--- src/rtl/qrdpc_pkg.sv ---
`default_nettype none
// ----------------------------------------------------------------------------
// qrdpc_pkg
// Shared types and constants of the quad-region dark pixel counter.
// ----------------------------------------------------------------------------
package qrdpc_pkg;

  // Default geometry of the pixel coordinates.
  localparam int COORD_BITS_DEF = 12;
  localparam int FRAC_BITS_DEF  = 4;

  // Corner coordinates are 16-bit unsigned fields packed in a 32-bit register.
  localparam int CORNER_BITS = 16;
  localparam int CORNER_REG_W = 2 * CORNER_BITS;
  // Working corner values and line slopes carry one sign bit more.
  localparam int LINE_W = CORNER_BITS + 1;
  // Line offset c = -x0*a - y0*b.
  localparam int OFFS_W = 2 * LINE_W + 1;

  localparam int RATIO_W = 9;
  localparam logic [RATIO_W-1:0] RATIO_ONE = 9'd256;
  localparam int SHRINK_SHIFT = 9;
  localparam int ROUND_HALF = 256;
  // Shrink product: (RATIO_W+1)-bit signed factor times a LINE_W-bit difference.
  localparam int MOVE_PROD_W = LINE_W + RATIO_W + 1;

  localparam int PIX_VAL_W = 8;
  localparam logic [PIX_VAL_W-1:0] DARK_THR_RESET = 8'd100;

  localparam int COUNT_W = 25;
  localparam logic [COUNT_W-1:0] COUNT_LIMIT = 25'd16777216;

  localparam int CFG_IDX_W  = 3;
  localparam int CFG_DATA_W = CORNER_REG_W;

  typedef enum logic [CFG_IDX_W-1:0] {
    REG_CORNER_UL = 3'd0,
    REG_CORNER_UR = 3'd1,
    REG_CORNER_LR = 3'd2,
    REG_CORNER_LL = 3'd3,
    REG_SHRINK    = 3'd4,
    REG_DARK_THR  = 3'd5
  } reg_idx_e;

  typedef enum logic [2:0] {
    S_IDLE,
    S_MOVE_MUL,
    S_MOVE_ADD,
    S_LINE_MUL,
    S_LINE_ADD,
    S_EVAL_MUL,
    S_EVAL_SUM,
    S_EMIT
  } ctrl_state_e;

  typedef struct packed {
    logic       load;
    logic       move_mul;
    logic       move_add;
    logic       line_mul;
    logic       line_add;
    logic       eval_mul;
    logic       eval_sum;
    logic       emit;
    logic [1:0] step;
  } dp_cmd_t;

  typedef struct packed {
    logic last;
    logic out_busy;
  } dp_status_t;

endpackage
`default_nettype wire

--- src/rtl/qrdpc_ctrl.sv ---
`default_nettype none
// ----------------------------------------------------------------------------
// qrdpc_ctrl
// Sequencer: takes a pixel request, builds the lines when a measurement
// starts, steps the pixel test and hands the result to the output register.
// ----------------------------------------------------------------------------
module qrdpc_ctrl (
  input  wire                   clk_i,
  input  wire                   rst_ni,
  input  wire                   s_valid_i,
  output logic                  s_ready_o,
  input  qrdpc_pkg::dp_status_t sts_i,
  output qrdpc_pkg::dp_cmd_t    cmd_o
);
  import qrdpc_pkg::*;

  ctrl_state_e state_q, state_d;
  logic [1:0]  step_q, step_d;
  logic        lines_ready_q, lines_ready_d;
  logic        accept;

  assign s_ready_o = (state_q == S_IDLE);
  assign accept    = s_ready_o && s_valid_i;

  always_comb begin
    state_d       = state_q;
    step_d        = step_q;
    lines_ready_d = lines_ready_q;
    case (state_q)
      S_IDLE: begin
        if (accept) begin
          step_d  = 2'd0;
          state_d = lines_ready_q ? S_EVAL_MUL : S_MOVE_MUL;
        end
      end
      S_MOVE_MUL: state_d = S_MOVE_ADD;
      S_MOVE_ADD: begin
        step_d  = step_q + 2'd1;
        state_d = (step_q == 2'd3) ? S_LINE_MUL : S_MOVE_MUL;
      end
      S_LINE_MUL: state_d = S_LINE_ADD;
      S_LINE_ADD: begin
        step_d = step_q + 2'd1;
        if (step_q == 2'd3) begin
          lines_ready_d = 1'b1;
          state_d       = S_EVAL_MUL;
        end else begin
          state_d = S_LINE_MUL;
        end
      end
      S_EVAL_MUL: state_d = S_EVAL_SUM;
      S_EVAL_SUM: state_d = sts_i.last ? S_EMIT : S_IDLE;
      S_EMIT: begin
        if (!sts_i.out_busy) begin
          lines_ready_d = 1'b0;
          state_d       = S_IDLE;
        end
      end
      default: state_d = S_IDLE;
    endcase
  end

  always_comb begin
    cmd_o          = '0;
    cmd_o.step     = step_q;
    cmd_o.load     = accept;
    cmd_o.move_mul = (state_q == S_MOVE_MUL);
    cmd_o.move_add = (state_q == S_MOVE_ADD);
    cmd_o.line_mul = (state_q == S_LINE_MUL);
    cmd_o.line_add = (state_q == S_LINE_ADD);
    cmd_o.eval_mul = (state_q == S_EVAL_MUL);
    cmd_o.eval_sum = (state_q == S_EVAL_SUM);
    cmd_o.emit     = (state_q == S_EMIT);
  end

  always_ff @(posedge clk_i or negedge rst_ni) begin
    if (!rst_ni) begin
      state_q       <= S_IDLE;
      step_q        <= 2'd0;
      lines_ready_q <= 1'b0;
    end else begin
      state_q       <= state_d;
      step_q        <= step_d;
      lines_ready_q <= lines_ready_d;
    end
  end

`ifndef SYNTH
  a_build_on_start: assert property (@(posedge clk_i) disable iff (!rst_ni)
    (accept && !lines_ready_q) |=> (state_q == S_MOVE_MUL))
    else $error("measurement start did not enter the line build");

  a_ready_from_build: assert property (@(posedge clk_i) disable iff (!rst_ni)
    $rose(lines_ready_q) |-> ($past(state_q) == S_LINE_ADD))
    else $error("lines marked ready outside the build sequence");

  a_emit_waits: assert property (@(posedge clk_i) disable iff (!rst_ni)
    (state_q == S_EMIT && sts_i.out_busy) |=> (state_q == S_EMIT))
    else $error("result handed over while the output register was full");
`endif

endmodule
`default_nettype wire

--- config.mk ---
export PLATFORM = sky130hd
export DESIGN_NAME = qrdpc_ctrl
export DESIGN_NICKNAME = d
export VERILOG_FILES = /design/src/rtl/qrdpc_pkg.sv /design/src/rtl/qrdpc_ctrl.sv
export SDC_FILE = /design/constraint.sdc
export NUM_CORES = 1
export LEC_CHECK = 0
export ABC_AREA = 1
export ABC_CLOCK_PERIOD_IN_PS = 1600
export BUFFER_PORTS_ARGS = -buffer_cell sky130_fd_sc_hd__buf_2
export CAP_MARGIN = 20
export CORE_AREA = 2 2 39 41
export CTS_CLUSTER_SIZE = 20
export DETAILED_ROUTE_END_ITERATION = 7
export DIE_AREA = 0 0 41 43
export PLACE_DENSITY = 0.6
export REMOVE_ABC_BUFFERS = 1
export SLEW_MARGIN = 30
export SYNTH_ARGS = -nofsm -noshare
export SYNTH_HDL_FRONTEND = slang
export SYNTH_SLANG_ARGS = --single-unit
--- constraint.sdc ---
create_clock -name clk_i -period 1.6 [get_ports clk_i]
set_input_delay 0.16 -clock clk_i [delete_from_list [all_inputs] [get_ports clk_i]]
set_output_delay 0.16 -clock clk_i [all_outputs]
set_load 0.005 [all_outputs]
==> results.txt, run 1 <==
----------------------------------------------------
[Place]
  Cells after DPL ... 88
  Placer's final routability congestion estimate ... 0.666
  # port buffers ... 15
  Detail Placement HPWL ... 701 µm

[Cells and area]
  # fillers ... 142
  Fraction of layout instances using a drive strength above 1 ... 39.5%
  Final layout net count ... 84
  Number of antenna repair diodes ... 0
  Non-filler instance count after layout ... 92
  Synth-to-Final Area Change ... 25.3%

[Worst setup path]
  Crit path cell chain ... nor2_2, nand2_2, nor2_4, buf_2
  Data arrival, critical path ... 1280 ps
  Crit path largest cell delay ... 470 ps
  Startpoint class of the critical path ... flip-flop
  Slowest library cell on the worst path ... sky130_fd_sc_hd__dfrtp_1
  Category of cells accounting for the largest share of critical-path delay ... flip-flops
  Critical path launch point ... state_q[1]
  Endpoint required time on the critical path ... 1440 ps
  Biggest fanout along the worst timing path ... 9
  Setup crit end kind ... primary output
  Worst path bufs/invs ... 1
  Worst R2R Start ... state_q[1]
  Type of the worst setup path ... flip-flop to primary output

[Detailed routing]
  Number of vias after detailed routing ... 403
  Detailed-route vias per instance ... 4.38
  Final routed wire length divided by cell count ... 9.14 µm
  Total Wirelength ... 841 µm
  First-pass iteration count of the detailed router ... 3
  Remaining design rule violation count ... 0
  DRT iter0 DRCs ... 4
  Number of nets with antenna violations after routing ... 0

[Timing]
  Min Tclk post-route ... 1440 ps
  Number of hold violations in the final report ... 0
  Least-Margin Pin Slew ... 289 ps
  F_max ... 0.696 GHz
  Final setup skew ... 0.368 ps
  RSZ-0062 raised after global routing ... no
  Total count of max-transition violations in the final report ... 0
  Headroom to the max-slew limit ... 80.7%
  Share of the clock period used by the worst path after layout ... 89.8%
  Total negative slack for setup checks ... 0 ps
  Setup violators final ... 0

[Clock network]
  CTS-repair resized insts ... 0
  Total setup buffers inserted after CTS ... 0
  TritonCTS clock tree ... built
  Maximum number of buffers from clock root to sink ... 2
  TritonCTS buffer count ... 3
  Number of sinks on the clock net ... 6
  Reg clk slew, reported paths ... 40 ps
  Root Driver ... sky130_fd_sc_hd__clkbuf_4
  Number of buffers added to fix hold violations after cts ... 1
  Clk_lat worst skew ... 240 ps
  H-tree levels ... 1

[Yosys]
  Post-synthesis cell count ... 59
  Average footprint of a synthesized cell ... 7.30 µm²
  Synth unique cells ... 20
  Flip-flop and latch count after synthesis ... 6
  Proportion of synthesized chip area in sequential cells ... 34.9%
  Combined area of all synthesized cells ... 430 µm²
  Synth warn ... 0

[Floorplan]
  DIE HEIGHT ... 43 µm
  Area of the die ... 1760 µm²
  Die width ... 41 µm
  Core area ... 1380 µm²
  Initial standard-cell utilization of the core ... 31.1%
  Cell row count ... 14
  IO Count ... 16

[Global routing]
  Number of global-route vias before repair ... 359
  All-layer global routing usage ... 11.3%
  Remaining global-route overflow ... 0
  Largest net degree at the start of global routing ... 10
  Global-route wire length before repair ... 1.30 mm
  Initial antenna violation count ... 0

[Power and ir drop]
  Leakage ... 0.340 nW
  IR Drop Worst-Case VDD ... 0.000510 V
  Power Dens Cells ... 1980 nW/µm²

[Min path]
  Launch point of the worst hold path ... sts_i[0]
  Type of the most critical hold path ... input pin to flip-flop

[Status]
  Outcome ... finished clean

[Job]
  # Max-Cap Violations ... 0

----------------------------------------------------
[placed cells by master (no fill, tap or decap), types with 3 or more instances in the layout]
master                     Yosys  final
sky130_fd_sc_hd__dfrtp_1       6      6
sky130_fd_sc_hd__buf_2         0     15
sky130_fd_sc_hd__clkbuf_4      0      3
sky130_fd_sc_hd__nor2_1        4      4
sky130_fd_sc_hd__nand2_2       4      4
sky130_fd_sc_hd__nand2_1      10     10
sky130_fd_sc_hd__nor2_2        3      3
sky130_fd_sc_hd__inv_1        11     11
sky130_fd_sc_hd__nand3_1       4      4
[synthesized netlist by cell type (all sizes together)]
cell / instances / area share, %
nand3b: 1 / 1.7
nand3: 5 / 7.0
o22a: 1 / 2.0
dfrtp: 6 / 35
nand2: 14 / 15
nor3: 2 / 2.3
inv: 13 / 11
o21ai: 4 / 5.5
buf: 2 / 4.4
nand4: 2 / 2.9
nor2: 8 / 10
ha: 1 / 2.9
[path summary, 6_finish.rpt]
kind                                 end  slack [ps]  cells after the start
setup / recovery                cmd_o[9]         160                      4
hold / removal             lines_ready_q         170                      2
setup reg to reg               step_q[0]         410                      6
hold reg to reg            lines_ready_q         510                      1
max in group asynchronous     state_q[2]        1180                      2
min in group asynchronous     state_q[0]         280                      2
[sequential cells by signal, indices dropped and copies added, names as in the netlist]
register       cells
lines_ready_q      1
state_q            3
step_q             2
[worst reg2reg max path, cell delays in order, from the launching register on]
cell	delay (ps)
sky130_fd_sc_hd__dfrtp_1	470
sky130_fd_sc_hd__nor2_2	210
sky130_fd_sc_hd__nand2_2	120
sky130_fd_sc_hd__nor2_4	110
sky130_fd_sc_hd__nor2_2	50
sky130_fd_sc_hd__nand2_1	60
sky130_fd_sc_hd__o21ai_2	50
[through the flow]
stage / power [mW] / worst slack (ps) / area [µm²] / hold WS, ps / util (%)
3_5_place_dp: 0.940 / 418 / 507 / -10.8 / 36.6
3_3_place_gp: 0.932 / 433 / 507 / -12.4 / 36.6
6_report: 1.07 / 163 / 539 / 174 / 39.0
4_1_cts: 1.08 / 165 / 539 / 168 / 39.0
5_1_grt: 1.19 / 87.1 / 539 / 189 / 39.0
2_1_floorplan: 0.753 / 490 / 412 / -136 / -
[kinds of logic after synthesis]
| group | after synthesis | share of synthesized area (%) |
|---|---|---|
| AOI/OAI and AO/OA | 5 | 7.56 |
| and+or+nand+nor | 32 | 39.0 |
| buffers and inverters | 15 | 15.7 |
| adders and majority gates | 1 | 2.91 |
| DFF | 6 | 34.9 |
[where the power goes]
| part | internal, mW | total (mW) | switching [mW] | leakage, nW |
|---|---|---|---|---|
| clock network | 0.0846 | 0.135 | 0.0505 | 0.0138 |
| registers | 0.230 | 0.343 | 0.114 | 0.0747 |
| logic | 0.254 | 0.592 | 0.337 | 0.251 |
| total | 0.569 | 1.07 | 0.501 | 0.340 |
[layer usage]
| layer | up-vias | GRT usage, % | wire length (µm) |
|---|---|---|---|
| met4 | 0 | 10.0 | 0 |
| li1 | 217 | - | - |
| met3 | 0 | 3.14 | 54 |
| met5 | - | 0 | 0 |
| met2 | 9 | 17.8 | 419 |
| met1 | 177 | 11.2 | 367 |
[cell type report]
class,instances,area [µm²],area share (%)
clock buffers,3,22.5,4.18
flip-flops and latches,6,150,27.8
well taps,16,20.0,3.71
multi-input cells,38,213,39.4
repair buffers,16,85.1,15.8
inverters,13,48.8,9.05
Power figures use the tool's default switching activity.
==> run 2: changes to the inputs <==
--- a/config.mk
+++ b/config.mk
@@ -6,7 +6,7 @@
 export NUM_CORES = 1
 export LEC_CHECK = 0
 export ABC_AREA = 1
-export ABC_CLOCK_PERIOD_IN_PS = 1600
+export ABC_CLOCK_PERIOD_IN_PS = 1800
 export BUFFER_PORTS_ARGS = -buffer_cell sky130_fd_sc_hd__buf_2
 export CAP_MARGIN = 20
 export CORE_AREA = 2 2 39 41
==> constraint.sdc (replaced) <==
create_clock -name clk_i -period 1.8 [get_ports clk_i]
set_input_delay 0.18 -clock clk_i [delete_from_list [all_inputs] [get_ports clk_i]]
set_output_delay 0.18 -clock clk_i [all_outputs]
set_load 0.005 [all_outputs]
==> run 2 against run 1 <==
Against the previous run:
- clock-buffer cell count did not move
- sequential power fell by 12%
- routed wire length rose by 0.95%
- via count rose by 3.0%
- combinational power fell by 10%
- critical endpoint unchanged
- largest cell class unchanged
==> results.txt, run 2 (synthesized netlist as in run 1, its figures left out) <==
----------------------------------------------------
[Global routing]
  Largest net degree at the start of global routing ... 10 (unchanged)
  All-layer global routing usage ... 12.2% (was 11.3%)
  Global-route wire length before repair ... 1.37 mm (was 1.30 mm)
  Number of global-route vias before repair ... 369 (was 359)
  Initial antenna violation count ... 0 (unchanged)
  Remaining global-route overflow ... 0 (unchanged)

[Worst setup path]
  Category of cells accounting for the largest share of critical-path delay ... flip-flops (unchanged)
  Worst path bufs/invs ... 1 (unchanged)
  Crit path largest cell delay ... 470 ps (about the same)
  Startpoint class of the critical path ... flip-flop (unchanged)
  Crit path cell chain ... nor2_2, nand2_2, nor2_4, buf_2 (unchanged)
  Endpoint required time on the critical path ... 1620 ps (was 1440 ps)
  Setup crit end kind ... primary output (unchanged)
  Worst reg2reg setup slack ... 610 ps (was 410 ps)
  Data arrival, critical path ... 1270 ps (was 1280 ps)
  Type of the worst setup path ... flip-flop to primary output (unchanged)
  Biggest fanout along the worst timing path ... 9 (unchanged)
  Slowest library cell on the worst path ... sky130_fd_sc_hd__dfrtp_1 (unchanged)

[Detailed routing]
  DRT iter0 DRCs ... 6 (was 4)
  First-pass iteration count of the detailed router ... 4 (was 3)
  Number of vias after detailed routing ... 415 (was 403)
  Total Wirelength ... 849 µm (was 841 µm)
  Number of nets with antenna violations after routing ... 0 (unchanged)
  Final routed wire length divided by cell count ... 9.23 µm (was 9.14 µm)
  Remaining design rule violation count ... 0 (unchanged)
  Detailed-route vias per instance ... 4.51 (was 4.38)

[Timing]
  RSZ-0062 raised after global routing ... no (unchanged)
  Total negative slack for setup checks ... 0 ps (unchanged)
  Setup violators final ... 0 (unchanged)
  Share of the clock period used by the worst path after layout ... 80.6%
  Headroom to the max-slew limit ... 81.3% (was 80.7%)
  F_max ... 0.689 GHz
  Min setup slack post-route ... 349 ps (was 163 ps)
  Min Tclk post-route ... 1450 ps
  Total count of max-transition violations in the final report ... 0 (unchanged)
  Final setup skew ... 0.568 ps (was 0.368 ps)
  Number of hold violations in the final report ... 0 (unchanged)
  Least-Margin Pin Slew ... 281 ps (was 289 ps)

[Cells and area]
  Final layout net count ... 84 (unchanged)
  Most frequent standard cell in the layout excluding fill and tap cells ... sky130_fd_sc_hd__buf_2 (unchanged)
  Registers with the most flip-flops ... state_q (3), step_q (2), lines_ready_q (1) (unchanged)
  Multi-input combinational cell area ... 213 µm² (unchanged)
  Sequential standard cell area ... 150 µm² (unchanged)
  Fraction of layout instances using a drive strength above 1 ... 39.5% (unchanged)
  Commonest cells after routing, fill and taps aside ... 15 x sky130_fd_sc_hd__buf_2, 11 x sky130_fd_sc_hd__inv_1, 10 x sky130_fd_sc_hd__nand2_1 (unchanged)
  Largest reg by FF count ... state_q (unchanged)
  Final cell area excluding filler cells ... 539 µm² (unchanged)
  Number of antenna repair diodes ... 0 (unchanged)
  # fillers ... 145 (was 142)
  Flip-flop count of the largest register after layout ... 3 (unchanged)
  Synth-to-Final Area Change ... 25.3% (unchanged)

[Floorplan]
  Cell row count ... 14 (unchanged)
  IO Count ... 16 (unchanged)
  Initial standard-cell utilization of the core ... 31.1% (unchanged)
  Core area ... 1380 µm² (unchanged)
  Die width ... 41 µm (unchanged)
  Area of the die ... 1760 µm² (unchanged)
  DIE HEIGHT ... 43 µm (unchanged)

[Clock network]
  Maximum number of buffers from clock root to sink ... 2 (unchanged)
  Clk_lat worst skew ... 240 ps (about the same)
  H-tree levels ... 1 (unchanged)
  Total setup buffers inserted after CTS ... 0 (unchanged)
  TritonCTS buffer count ... 3 (unchanged)
  Reg clk slew, reported paths ... 40 ps (about the same)
  Root Driver ... sky130_fd_sc_hd__clkbuf_4 (unchanged)
  TritonCTS clock tree ... built (unchanged)
  Number of sinks on the clock net ... 6 (unchanged)

[Min path]
  Type of the most critical hold path ... input pin to flip-flop (unchanged)

[Job]
  # Max-Cap Violations ... 0 (unchanged)

[Power and ir drop]
  IR Drop Worst-Case VDD ... 0.000441 V (was 0.000510 V)
  Total power ... 951 µW (was 1.07 mW)
  Leakage ... 0.340 nW (unchanged)
  Power Dens Cells ... 1760 nW/µm² (was 1980 nW/µm²)

[Place]
  # port buffers ... 15 (unchanged)
  Placer's final routability congestion estimate ... 0.668 (was 0.666)
  Cell Area, Placed ... 507 µm² (unchanged)
  Worst slack at placement ... 608 ps (was 418 ps)
  Detail Placement HPWL ... 708 µm (was 701 µm)

[Status]
  Outcome ... finished clean (unchanged)

----------------------------------------------------
==> run 2: cell counts in the layout (fill, tap and decap cells not counted) <==
Identical to the previous run, type by type.
==> run 2: layer usage <==
| layer | GRT usage (%) | part of all wire [%] |
|---|---|---|
| met3 | 3.14 | 5.2 |
| met4 | 12.0 | 1.4 |
| met1 | 12.8 | 45 |
| met2 | 18.1 | 48 |
| met5 | 0 | 0 |
==> run 2: metrics by stage <==
step	std cells	hold slack [ps]	utilization, %
after global routing	92	211	39.0
after floorplan	57	-116	-
after CTS	92	193	39.0
after detailed placement	88	9.70	36.6
final	92	197	39.0
after global placement	88	7.70	36.6
==> run 2: where the power goes <==
group          switching [mW]  internal (mW)  total [mW]
Clock                  0.0435         0.0751       0.119
Sequential             0.0984          0.204       0.303
Combinational           0.304          0.226       0.530
Total                   0.446          0.505       0.951
==> run 2: final timing paths <==
| kind | depth (start not counted) | start | end |
|---|---|---|---|
| max | 4 | state_q[1] | cmd_o[9] |
| min | 2 | sts_i[0] | lines_ready_q |
| max reg2reg | 7 | state_q[1] | state_q[2] |
| min reg2reg | 1 | step_q[0] | step_q[0] |
| max in group asynchronous | 2 | rst_ni | state_q[2] |
| min in group asynchronous | 2 | rst_ni | state_q[0] |
==> run 2: timing repair <==
item / 4_1_cts / 5_1_grt
endpoints found under the hold margin: 6 / 0
gates resized for setup: 0 / 0
hold buffers: 1 / 0
==> run 2: worst register-to-register path: stages (launching register included) <==
cell	delay (ps)
sky130_fd_sc_hd__dfrtp_1	470
sky130_fd_sc_hd__nor2_2	210
sky130_fd_sc_hd__nand2_2	100
sky130_fd_sc_hd__nor2_2	130
sky130_fd_sc_hd__nor2_1	60
sky130_fd_sc_hd__nand2_1	60
sky130_fd_sc_hd__nand2_1	50
sky130_fd_sc_hd__nand2_1	50
==> run 2: cell type report <==
class	count	area share, %
flip-flops and latches	6	27.8
repair buffers	16	15.8
multi-input cells	38	39.4
inverters	13	9.05
clock buffers	3	4.18
well taps	16	3.71
